### config.mk
export PLATFORM = sky130hd
export DESIGN_NAME = text_console_writer
export DESIGN_NICKNAME = d
export VERILOG_FILES = /design/src/sv/tcw_pkg.sv /design/src/sv/tcw_front.sv /design/src/sv/tcw_queue.sv /design/src/sv/tcw_back.sv /design/src/sv/text_console_writer.sv
export SDC_FILE = /design/constraint.sdc
export NUM_CORES = 1
export LEC_CHECK = 0
export ABC_CLOCK_PERIOD_IN_PS = 5300
export BUFFER_PORTS_ARGS = -buffer_cell sky130_fd_sc_hd__buf_4
export CORE_MARGIN = 5
export CORE_UTILIZATION = 59
export DETAILED_ROUTE_END_ITERATION = 8
export PLACE_DENSITY_LB_ADDON = 0.05
export SYNTH_ARGS = -nofsm -noshare
export SYNTH_HDL_FRONTEND = slang
export SYNTH_HIERARCHICAL = 1
export SYNTH_SLANG_ARGS = --single-unit
### constraint.sdc
create_clock -name clk -period 5.3 [get_ports clk]
set_input_delay 1.06 -clock clk [delete_from_list [all_inputs] [get_ports clk]]
set_output_delay 1.06 -clock clk [all_outputs]
set_load 0.01 [all_outputs]
### src/sv/tcw_pkg.sv
// Shared types and constants for the text console writer.
`default_nettype none

package tcw_pkg;

	localparam int COLUMNS_DEF = 80;
	localparam int ROWS_DEF    = 25;

	// Cell index width for the largest screen, 128 x 32 cells
	localparam int CELL_AW = 12;

	localparam logic [7:0] CH_SPACE   = 8'h20;
	localparam logic [7:0] CH_ERROR   = 8'h45;
	localparam logic [7:0] CH_NEWLINE = 8'h0A;

	localparam logic [7:0] DEFAULT_ATTR_RST = 8'd15;
	localparam logic [7:0] ERROR_ATTR_RST   = 8'd244;

	// Register select, taken from paddr[2]
	localparam logic REG_DEFAULT_ATTR = 1'b0;
	localparam logic REG_ERROR_ATTR   = 1'b1;

	typedef enum logic [1:0] {
		OP_PUT,
		OP_MARK,
		OP_MOVE,
		OP_CLEAR
	} op_t;

	typedef struct packed {
		op_t                op;
		logic [CELL_AW-1:0] addr;
		logic [15:0]        cell_data;
		logic [6:0]         col;
		logic [4:0]         row;
		logic               scrolled;
		logic               perr;
	} job_t;

	typedef enum logic [2:0] {
		B_INIT,
		B_IDLE,
		B_EXEC,
		B_FILL,
		B_SCROLL,
		B_FINISH
	} back_state_t;

endpackage

`default_nettype wire

### src/sv/tcw_front.sv
// Front end: accepts words, tracks the cursor and turns each word into a buffer job.
`default_nettype none

module tcw_front import tcw_pkg::*; #(
	parameter int COLUMNS = COLUMNS_DEF,
	parameter int ROWS    = ROWS_DEF
) (
	input  wire logic       clk,
	input  wire logic       arst_n,
	input  wire logic       in_valid,
	output logic            in_stall,
	input  wire logic       kind,
	input  wire logic [7:0] symbol,
	input  wire logic [7:0] attribute,
	input  wire logic       use_position,
	input  wire logic [6:0] column,
	input  wire logic [4:0] row_index,
	input  wire logic [7:0] default_attr,
	input  wire logic [7:0] error_attr,
	input  wire logic       q_full,
	input  wire logic       init_busy,
	output logic            push,
	output job_t            push_job
);

	localparam int CELLS = COLUMNS * ROWS;

	logic [6:0] col_q;
	logic [4:0] row_q;

	assign in_stall = q_full | init_busy;
	assign push     = in_valid & ~in_stall;

	always_comb begin
		logic       bad;
		logic [6:0] pc;
		logic [4:0] pr;
		logic [7:0] nc;
		logic [5:0] nr;
		logic [7:0] attr_sel;
		bad      = use_position & (({1'b0, column} >= 8'(COLUMNS)) |
		                           ({1'b0, row_index} >= 6'(ROWS)));
		pc       = use_position ? column : col_q;
		pr       = use_position ? row_index : row_q;
		attr_sel = (attribute != 8'd0) ? attribute : default_attr;
		nc       = 8'd0;
		nr       = 6'd0;
		push_job = '0;
		if (kind) begin
			push_job.op        = OP_CLEAR;
			push_job.cell_data = {default_attr, CH_SPACE};
		end else if (bad) begin
			push_job.op        = OP_MARK;
			push_job.addr      = CELL_AW'(CELLS - 1);
			push_job.cell_data = {error_attr, CH_ERROR};
			push_job.col       = col_q;
			push_job.row       = row_q;
			push_job.perr      = 1'b1;
		end else begin
			push_job.addr      = CELL_AW'(pr) * CELL_AW'(COLUMNS) + CELL_AW'(pc);
			push_job.cell_data = {attr_sel, symbol};
			if (symbol == CH_NEWLINE) begin
				push_job.op = OP_MOVE;
				nc = 8'd0;
				nr = {1'b0, pr} + 6'd1;
			end else begin
				push_job.op = OP_PUT;
				if ({1'b0, pc} + 8'd1 == 8'(COLUMNS)) begin
					nc = 8'd0;
					nr = {1'b0, pr} + 6'd1;
				end else begin
					nc = {1'b0, pc} + 8'd1;
					nr = {1'b0, pr};
				end
			end
			// ran off the bottom: screen moves up, cursor stays on the last row
			if (nr == 6'(ROWS)) begin
				push_job.scrolled = 1'b1;
				nr = 6'(ROWS - 1);
			end
			push_job.col = nc[6:0];
			push_job.row = nr[4:0];
		end
	end

	always_ff @(posedge clk or negedge arst_n) begin
		if (!arst_n) begin
			col_q <= '0;
			row_q <= '0;
		end else if (push) begin
			col_q <= push_job.col;
			row_q <= push_job.row;
		end
	end

endmodule

`default_nettype wire

### src/sv/tcw_queue.sv
// Two-entry job queue between the front end and the buffer engine.
`default_nettype none

module tcw_queue import tcw_pkg::*; (
	input  wire logic clk,
	input  wire logic arst_n,
	input  wire logic push,
	input  job_t      push_job,
	input  wire logic pop,
	output job_t      pop_job,
	output logic      full,
	output logic      empty
);

	job_t       slot_q [2];
	logic       wr_ptr_q;
	logic       rd_ptr_q;
	logic [1:0] count_q;

	assign full    = count_q == 2'd2;
	assign empty   = count_q == 2'd0;
	assign pop_job = slot_q[rd_ptr_q];

	always_ff @(posedge clk) begin
		if (push) begin
			slot_q[wr_ptr_q] <= push_job;
		end
	end

	always_ff @(posedge clk or negedge arst_n) begin
		if (!arst_n) begin
			wr_ptr_q <= 1'b0;
			rd_ptr_q <= 1'b0;
			count_q  <= 2'd0;
		end else begin
			if (push) begin
				wr_ptr_q <= ~wr_ptr_q;
			end
			if (pop) begin
				rd_ptr_q <= ~rd_ptr_q;
			end
			count_q <= count_q + {1'b0, push} - {1'b0, pop};
		end
	end

endmodule

`default_nettype wire

### src/sv/tcw_back.sv
// Buffer engine: owns the cell memory, runs cell writes, scroll and clear, drives results.
`default_nettype none

module tcw_back import tcw_pkg::*; #(
	parameter int COLUMNS = COLUMNS_DEF,
	parameter int ROWS    = ROWS_DEF
) (
	input  wire logic clk,
	input  wire logic arst_n,
	input  wire logic q_empty,
	input  job_t      q_job,
	output logic      pop,
	output logic      init_busy,
	output logic      out_valid,
	input  wire logic out_stall,
	output logic [6:0] cursor_column,
	output logic [4:0] cursor_row,
	output logic       scrolled,
	output logic       position_error
);

	localparam int CELLS = COLUMNS * ROWS;
	localparam int AW    = $clog2(CELLS);

	logic [15:0] mem [CELLS];
	logic [15:0] rd_q;

	back_state_t state_q, state_d;
	logic [AW-1:0] cnt_q, cnt_d;
	job_t job_q;

	// scroll copy: read issued one cycle, written back the next
	logic          wr_s1;
	logic [AW-1:0] waddr_s1;
	logic          zero_s1;

	logic          we;
	logic [AW-1:0] waddr;
	logic [15:0]   wdata;
	logic          re;
	logic [AW-1:0] raddr;
	logic          issue;
	logic          zero_c;
	logic          last_c;
	logic          out_load;
	logic          out_valid_q;

	assign zero_c    = cnt_q >= AW'(CELLS - COLUMNS);
	assign last_c    = cnt_q == AW'(CELLS - 1);
	assign init_busy = state_q == B_INIT;
	assign out_valid = out_valid_q;

	always_comb begin
		state_d  = state_q;
		cnt_d    = cnt_q;
		pop      = 1'b0;
		we       = 1'b0;
		waddr    = cnt_q;
		wdata    = '0;
		re       = 1'b0;
		raddr    = cnt_q + AW'(COLUMNS);
		issue    = 1'b0;
		out_load = 1'b0;
		if (wr_s1) begin
			we    = 1'b1;
			waddr = waddr_s1;
			wdata = zero_s1 ? 16'd0 : rd_q;
		end
		case (state_q)
			B_INIT: begin
				we    = 1'b1;
				waddr = cnt_q;
				wdata = 16'd0;
				if (last_c) begin
					cnt_d   = '0;
					state_d = B_IDLE;
				end else begin
					cnt_d = cnt_q + AW'(1);
				end
			end
			B_IDLE: begin
				if (!q_empty) begin
					pop     = 1'b1;
					state_d = B_EXEC;
				end
			end
			B_EXEC: begin
				cnt_d = '0;
				case (job_q.op)
					OP_PUT, OP_MARK: begin
						we      = 1'b1;
						waddr   = job_q.addr[AW-1:0];
						wdata   = job_q.cell_data;
						state_d = job_q.scrolled ? B_SCROLL : B_FINISH;
					end
					OP_MOVE: begin
						state_d = job_q.scrolled ? B_SCROLL : B_FINISH;
					end
					OP_CLEAR: begin
						state_d = B_FILL;
					end
					default: begin
						state_d = B_FINISH;
					end
				endcase
			end
			B_FILL: begin
				we    = 1'b1;
				waddr = cnt_q;
				wdata = job_q.cell_data;
				if (last_c) begin
					state_d = B_FINISH;
				end else begin
					cnt_d = cnt_q + AW'(1);
				end
			end
			B_SCROLL: begin
				issue = 1'b1;
				re    = ~zero_c;
				if (last_c) begin
					state_d = B_FINISH;
				end else begin
					cnt_d = cnt_q + AW'(1);
				end
			end
			B_FINISH: begin
				if (!out_valid_q || !out_stall) begin
					out_load = 1'b1;
					state_d  = B_IDLE;
				end
			end
			default: begin
				state_d = B_IDLE;
			end
		endcase
	end

	always_ff @(posedge clk or negedge arst_n) begin
		if (!arst_n) begin
			state_q <= B_INIT;
		end else begin
			state_q <= state_d;
		end
	end

	always_ff @(posedge clk or negedge arst_n) begin
		if (!arst_n) begin
			cnt_q       <= '0;
			wr_s1       <= 1'b0;
			out_valid_q <= 1'b0;
		end else begin
			cnt_q       <= cnt_d;
			wr_s1       <= issue;
			out_valid_q <= out_load | (out_valid_q & out_stall);
		end
	end

	always_ff @(posedge clk) begin
		waddr_s1 <= cnt_q;
		zero_s1  <= zero_c;
		if (pop) begin
			job_q <= q_job;
		end
		if (out_load) begin
			cursor_column  <= job_q.col;
			cursor_row     <= job_q.row;
			scrolled       <= job_q.scrolled;
			position_error <= job_q.perr;
		end
	end

	always_ff @(posedge clk) begin
		if (we) begin
			mem[waddr] <= wdata;
		end
		if (re) begin
			rd_q <= mem[raddr];
		end
	end

endmodule

`default_nettype wire

### src/sv/text_console_writer.sv
// Path of a print without scroll: queue slot, engine states IDLE, EXEC and FINISH, result registers.
// The buffer engine runs one word at a time in a fetch, write, retire sequence; a scroll
//   adds a copy pass over all cells (one cell copy a cycle), a clear a fill pass over all cells.
// The front end takes up to two more words into its queue while the engine works.
// Reset: a zeroing pass runs over every cell of the cell memory, input stalled.
// Registers reset to default attribute 15 and error attribute 244; cursor homes to 0,0.
`default_nettype none

module text_console_writer import tcw_pkg::*; #(
	parameter int COLUMNS = COLUMNS_DEF,
	parameter int ROWS    = ROWS_DEF
) (
	input  wire logic        clk,
	input  wire logic        arst_n,
	input  wire logic        psel,
	input  wire logic        penable,
	input  wire logic        pwrite,
	input  wire logic [2:0]  paddr,
	input  wire logic [31:0] pwdata,
	output logic [31:0]      prdata,
	output logic             pready,
	input  wire logic        in_valid,
	output logic             in_stall,
	input  wire logic        kind,
	input  wire logic [7:0]  symbol,
	input  wire logic [7:0]  attribute,
	input  wire logic        use_position,
	input  wire logic [6:0]  column,
	input  wire logic [4:0]  row_index,
	output logic             out_valid,
	input  wire logic        out_stall,
	output logic [6:0]       cursor_column,
	output logic [4:0]       cursor_row,
	output logic             scrolled,
	output logic             position_error
);

	logic [7:0] default_attr_q;
	logic [7:0] error_attr_q;
	logic       reg_wr;
	logic       q_full;
	logic       q_empty;
	logic       push;
	logic       pop;
	logic       init_busy;
	job_t       push_job;
	job_t       pop_job;

	assign pready = 1'b1;
	assign reg_wr = psel & penable & pwrite & pready;

	always_comb begin
		case (paddr[2])
			REG_DEFAULT_ATTR: prdata = {24'd0, default_attr_q};
			REG_ERROR_ATTR:   prdata = {24'd0, error_attr_q};
			default:          prdata = '0;
		endcase
	end

	always_ff @(posedge clk or negedge arst_n) begin
		if (!arst_n) begin
			default_attr_q <= DEFAULT_ATTR_RST;
			error_attr_q   <= ERROR_ATTR_RST;
		end else if (reg_wr) begin
			if (paddr[2] == REG_DEFAULT_ATTR) begin
				default_attr_q <= pwdata[7:0];
			end
			if (paddr[2] == REG_ERROR_ATTR) begin
				error_attr_q <= pwdata[7:0];
			end
		end
	end

	tcw_front #(
		.COLUMNS(COLUMNS),
		.ROWS   (ROWS)
	) u_front (
		.clk         (clk),
		.arst_n      (arst_n),
		.in_valid    (in_valid),
		.in_stall    (in_stall),
		.kind        (kind),
		.symbol      (symbol),
		.attribute   (attribute),
		.use_position(use_position),
		.column      (column),
		.row_index   (row_index),
		.default_attr(default_attr_q),
		.error_attr  (error_attr_q),
		.q_full      (q_full),
		.init_busy   (init_busy),
		.push        (push),
		.push_job    (push_job)
	);

	tcw_queue u_queue (
		.clk     (clk),
		.arst_n  (arst_n),
		.push    (push),
		.push_job(push_job),
		.pop     (pop),
		.pop_job (pop_job),
		.full    (q_full),
		.empty   (q_empty)
	);

	tcw_back #(
		.COLUMNS(COLUMNS),
		.ROWS   (ROWS)
	) u_back (
		.clk           (clk),
		.arst_n        (arst_n),
		.q_empty       (q_empty),
		.q_job         (pop_job),
		.pop           (pop),
		.init_busy     (init_busy),
		.out_valid     (out_valid),
		.out_stall     (out_stall),
		.cursor_column (cursor_column),
		.cursor_row    (cursor_row),
		.scrolled      (scrolled),
		.position_error(position_error)
	);

	a_cursor_on_screen: assert property (@(posedge clk) disable iff (!arst_n)
		out_valid |-> ({1'b0, cursor_column} < 8'(COLUMNS)) &&
		              ({1'b0, cursor_row} < 6'(ROWS)))
		else $error("result cursor lies off screen");

	a_scroll_last_row: assert property (@(posedge clk) disable iff (!arst_n)
		out_valid && scrolled |-> (cursor_row == 5'(ROWS - 1)) && !position_error)
		else $error("scroll result without cursor on last row");

	a_no_accept_in_init: assert property (@(posedge clk) disable iff (!arst_n)
		init_busy |-> !(in_valid && !in_stall))
		else $error("word accepted during memory zeroing pass");

endmodule

`default_nettype wire
==> impl_results.html <==
<table>
<tr><th>Metric</th><th>Value</th></tr>
<tr><th colspan="2">Global routing</th></tr>
<tr><td>Global routing usage summed across all routing layers</td><td>0.182</td></tr>
<tr><td>Initial antenna violation count</td><td>0</td></tr>
<tr><td>Via count of the first global-routing pass</td><td>3480</td></tr>
<tr><td>Remaining global-route overflow</td><td>0</td></tr>
<tr><td>Wire length of the first global-routing pass</td><td>16800 um</td></tr>
<tr><td>Largest net degree at the start of global routing</td><td>48</td></tr>
<tr><th colspan="2">Detailed routing</th></tr>
<tr><td>Final Routed Wirelength</td><td>9920 um</td></tr>
<tr><td>Final ANT Viol Nets</td><td>0</td></tr>
<tr><td>Violation count after the first detailed-route iteration</td><td>166</td></tr>
<tr><td>DR vias</td><td>3453</td></tr>
<tr><td>Number of DRC violations after detailed routing</td><td>0</td></tr>
<tr><td>Number of iterations in the first detailed-routing pass</td><td>4</td></tr>
<tr><td>Detail-routed net length per standard cell</td><td>16.1 um</td></tr>
<tr><td>Vias per cell</td><td>5.61</td></tr>
<tr><th colspan="2">Yosys</th></tr>
<tr><td>Total standard cell area after synthesis</td><td>0.00553 mm2</td></tr>
<tr><td>Number of synthesis warnings</td><td>6</td></tr>
<tr><td>Average size of a mapped cell</td><td>12.4 um2</td></tr>
<tr><td>Cells after Synth</td><td>447</td></tr>
<tr><th colspan="2">Placed design</th></tr>
<tr><td>Post-place instance area</td><td>0.00592 mm2</td></tr>
<tr><td>Number of buffers inserted by port buffering</td><td>61</td></tr>
<tr><td>Post-detail-place hpwl</td><td>7100 um</td></tr>
<tr><td>Final RePlAce weighted congestion</td><td>0.869</td></tr>
<tr><td>Inst Count DP</td><td>600</td></tr>
<tr><th colspan="2">CTS</th></tr>
<tr><td>Clock input transition at the sequential cells of the worst setup and hold paths</td><td>0.11 ns</td></tr>
<tr><td>Total clock buffers created by CTS</td><td>9</td></tr>
<tr><td>Clock net sink count</td><td>109</td></tr>
<tr><td>H-tree level count</td><td>3</td></tr>
<tr><td>Hold Buf Count CTS</td><td>0</td></tr>
<tr><td>Clock tree from TritonCTS</td><td>done</td></tr>
<tr><td>Clk root buf</td><td>clkbuf_8</td></tr>
<tr><td>Clock tree buffer depth</td><td>2</td></tr>
<tr><td>Insertion delay to the later sink of the worst-skew pair</td><td>0.36 ns</td></tr>
<tr><td>Gates resized, CTS repair</td><td>0</td></tr>
<tr><td>Number of post-CTS setup repair buffers</td><td>0</td></tr>
<tr><th colspan="2">Critical path</th></tr>
<tr><td>Endpoint type of the worst setup path</td><td>register</td></tr>
<tr><td>Critical path peak fanout</td><td>22</td></tr>
<tr><td>Arrival time reported for the critical path endpoint</td><td>3.64 ns</td></tr>
<tr><td>Bufs and invs on worst path</td><td>1</td></tr>
<tr><td>Required time of the worst setup path</td><td>5.42 ns</td></tr>
<tr><td>Critical-path cell list</td><td>buf_4, mux2_2, a211oi_1, o21ai_1, o21a_1, o21a_1, or4b_4, a32o_1</td></tr>
<tr><td>Stage delay of the slowest cell on the critical path</td><td>0.56 ns</td></tr>
<tr><td>Classification of the worst setup path</td><td>in -&gt; reg</td></tr>
<tr><td>Cell seen most often among critical-path stages</td><td>o21a_1</td></tr>
<tr><td>Slowest library cell on the worst path</td><td>or4b_4</td></tr>
<tr><td>Type of element launching the critical path</td><td>primary input</td></tr>
<tr><td>Delay-heaviest family, CP</td><td>compound AO/OA/AOI/OAI gates</td></tr>
<tr><th colspan="2">Floorplan</th></tr>
<tr><td>Die footprint</td><td>0.0114 mm2</td></tr>
<tr><td>Chip Width</td><td>107 um</td></tr>
<tr><td>I/O Pins</td><td>121</td></tr>
<tr><td>Core Region</td><td>0.00920 mm2</td></tr>
<tr><td>Count of standard-cell rows</td><td>35</td></tr>
<tr><td>Starting utilization of the core area</td><td>0.601</td></tr>
<tr><td>Die height</td><td>107 um</td></tr>
<tr><th colspan="2">Power</th></tr>
<tr><td>Peak VDD IR</td><td>0.000178 V</td></tr>
<tr><td>Cell internal power dissipation</td><td>1.46 mW</td></tr>
<tr><td>Sequential group share of total power</td><td>0.558</td></tr>
<tr><td>Power per standard cell area</td><td>336 mW/mm2</td></tr>
<tr><td>Power share of the clock group</td><td>0.232</td></tr>
<tr><td>Logic gate share of total power</td><td>0.211</td></tr>
<tr><td>Switching power share of the total</td><td>0.287</td></tr>
<tr><td>Power dissipated by switching net loads</td><td>0.589 mW</td></tr>
<tr><td>PnR Total Power</td><td>2.05 mW</td></tr>
<tr><td>Static Leak</td><td>2.48 nW</td></tr>
<tr><th colspan="2">STA</th></tr>
<tr><td>RSZ-0062 raised after global routing</td><td>no</td></tr>
<tr><td>Transition at the pin with the smallest max-transition slack</td><td>0.903 ns</td></tr>
<tr><td>Max transition margin</td><td>0.398</td></tr>
<tr><td>Final critical path time including I/O delays and setup</td><td>3.52 ns</td></tr>
<tr><td>Clock Skew</td><td>0.0124 ns</td></tr>
<tr><td>Setup Viol. Count Final</td><td>0</td></tr>
<tr><td>Share of the clock period used by the worst path</td><td>0.665</td></tr>
<tr><td>Final-report hold violation count</td><td>0</td></tr>
<tr><td>Setup TNS after final layout</td><td>0 ns</td></tr>
<tr><td>Max Clock Freq</td><td>284 MHz</td></tr>
<tr><td>Max Slew Vio Count</td><td>0</td></tr>
<tr><th colspan="2">Outcome</th></tr>
<tr><td>Status</td><td>finished, final reports clean</td></tr>
<tr><th colspan="2">Layout</th></tr>
<tr><td>Post-synthesis to final-layout area growth</td><td>10.5%</td></tr>
<tr><td>Finished layout cell area</td><td>0.00611 mm2</td></tr>
<tr><td>Final #Nets</td><td>577</td></tr>
<tr><td>Share of cells above drive strength 1</td><td>0.297</td></tr>
<tr><td>Post-route non-filler standard cell count</td><td>616</td></tr>
<tr><td>Count of fill cells added during filler insertion</td><td>676</td></tr>
<tr><td>Diode insertion count for antenna repair</td><td>0</td></tr>
<tr><td>Utilization after layout</td><td>0.664</td></tr>
<tr><th colspan="2">Flow run</th></tr>
<tr><td>Max capacitance violation total</td><td>0</td></tr>
<tr><th colspan="2">Min path</th></tr>
<tr><td>Worst hold-check path type</td><td>reg -&gt; reg</td></tr>
</table>
[power groups by stage]
stage | combinational (mW) | sequential, mW | clock, mW
after floorplan | 0.320 | 1.14 | 0
after global placement | 0.420 | 1.15 | 0
after detailed placement | 0.435 | 1.16 | 0
after CTS | 0.437 | 1.14 | 0.489
after global routing | 0.485 | 1.16 | 0.526
final | 0.432 | 1.14 | 0.475
[flip-flops by register name (all words and copies together) (netlist names)]
name,cells
u_back/scrolled,1
default_attr_q,8
u_queue/rd_ptr_q,1
u_front/col_q,7
u_front/row_q,5
u_back/cursor_column,7
u_queue/slot_q,32
u_back/cursor_row,5
u_back/position_error,1
u_queue/count_q,2
u_back/out_valid,1
u_back/state_q,3
u_back/cnt_q,11
u_back/job_q,16
error_attr_q,8
u_queue/wr_ptr_q,1
[cells in the final DEF, fill, tap and decap left out, drive strengths merged, types with 8 or more instances in the layout]
master and instances:
xnor2 14, conb 25, mux2 48, nor3 9, clkbuf 10, nand2 47, buf 65, nor4 8
nor2 22, dfrtp 38, o21ai 13, a21oi 15, nand3 20, edfxtp 62, mux2i 9, inv 17
dfstp 9
[final timing paths]
path	from	slack [ns]	depth (start not counted)	endpoint
hold reg to reg	u_back/job_q[7]	0.42	0	u_back/cursor_column[0]
min in group asynchronous	arst_n	0.71	1	u_back/cnt_q[8]
hold / removal	u_back/job_q[7]	0.42	0	u_back/cursor_column[0]
setup reg to reg	u_front/col_q[0]	2.36	9	u_queue/slot_q[1][2]
max in group asynchronous	arst_n	4.16	1	u_back/cnt_q[6]
setup / recovery	use_position	1.78	8	u_queue/slot_q[1][2]
[cell type report]
cell class | count | area, um2 | share of cell area
clock buffer | 10 | 138 | 0.0225
timing repair buffer | 65 | 488 | 0.0799
multi-input combinational | 301 | 2190 | 0.359
sequential | 109 | 3050 | 0.499
inverter | 14 | 52.6 | 0.00860
clock inverter | 6 | 51.3 | 0.00839
tap | 111 | 139 | 0.0227
[metrics by stage]
stage	hold WS (ns)	setup slack [ns]
3_3_place_gp	0.402	1.47
2_1_floorplan	0.400	1.73
3_5_place_dp	0.405	1.42
4_1_cts	0.420	1.82
6_report	0.418	1.78
5_1_grt	0.426	1.62
[per-layer routing]
layer  track usage  vias to the layer above  share of wire
met2         0.298                      107           0.48
met3        0.0271                        8          0.049
met5             0                        -              0
met4        0.0630                        0         0.0098
li1              -                     1682              -
met1         0.251                     1656           0.46
[worst reg2reg max path, stage by stage, from the launching register on]
cell and delay [ns]:
dfrtp_1 0.47, mux2i_1 0.15, inv_1 0.08, ha_1 0.20
nor2b_1 0.22, o21ai_1 0.09, o21a_1 0.37, o21a_1 0.28
or4b_4 0.56, a32o_1 0.28
Note: power is estimated with default switching activity, not from simulation.
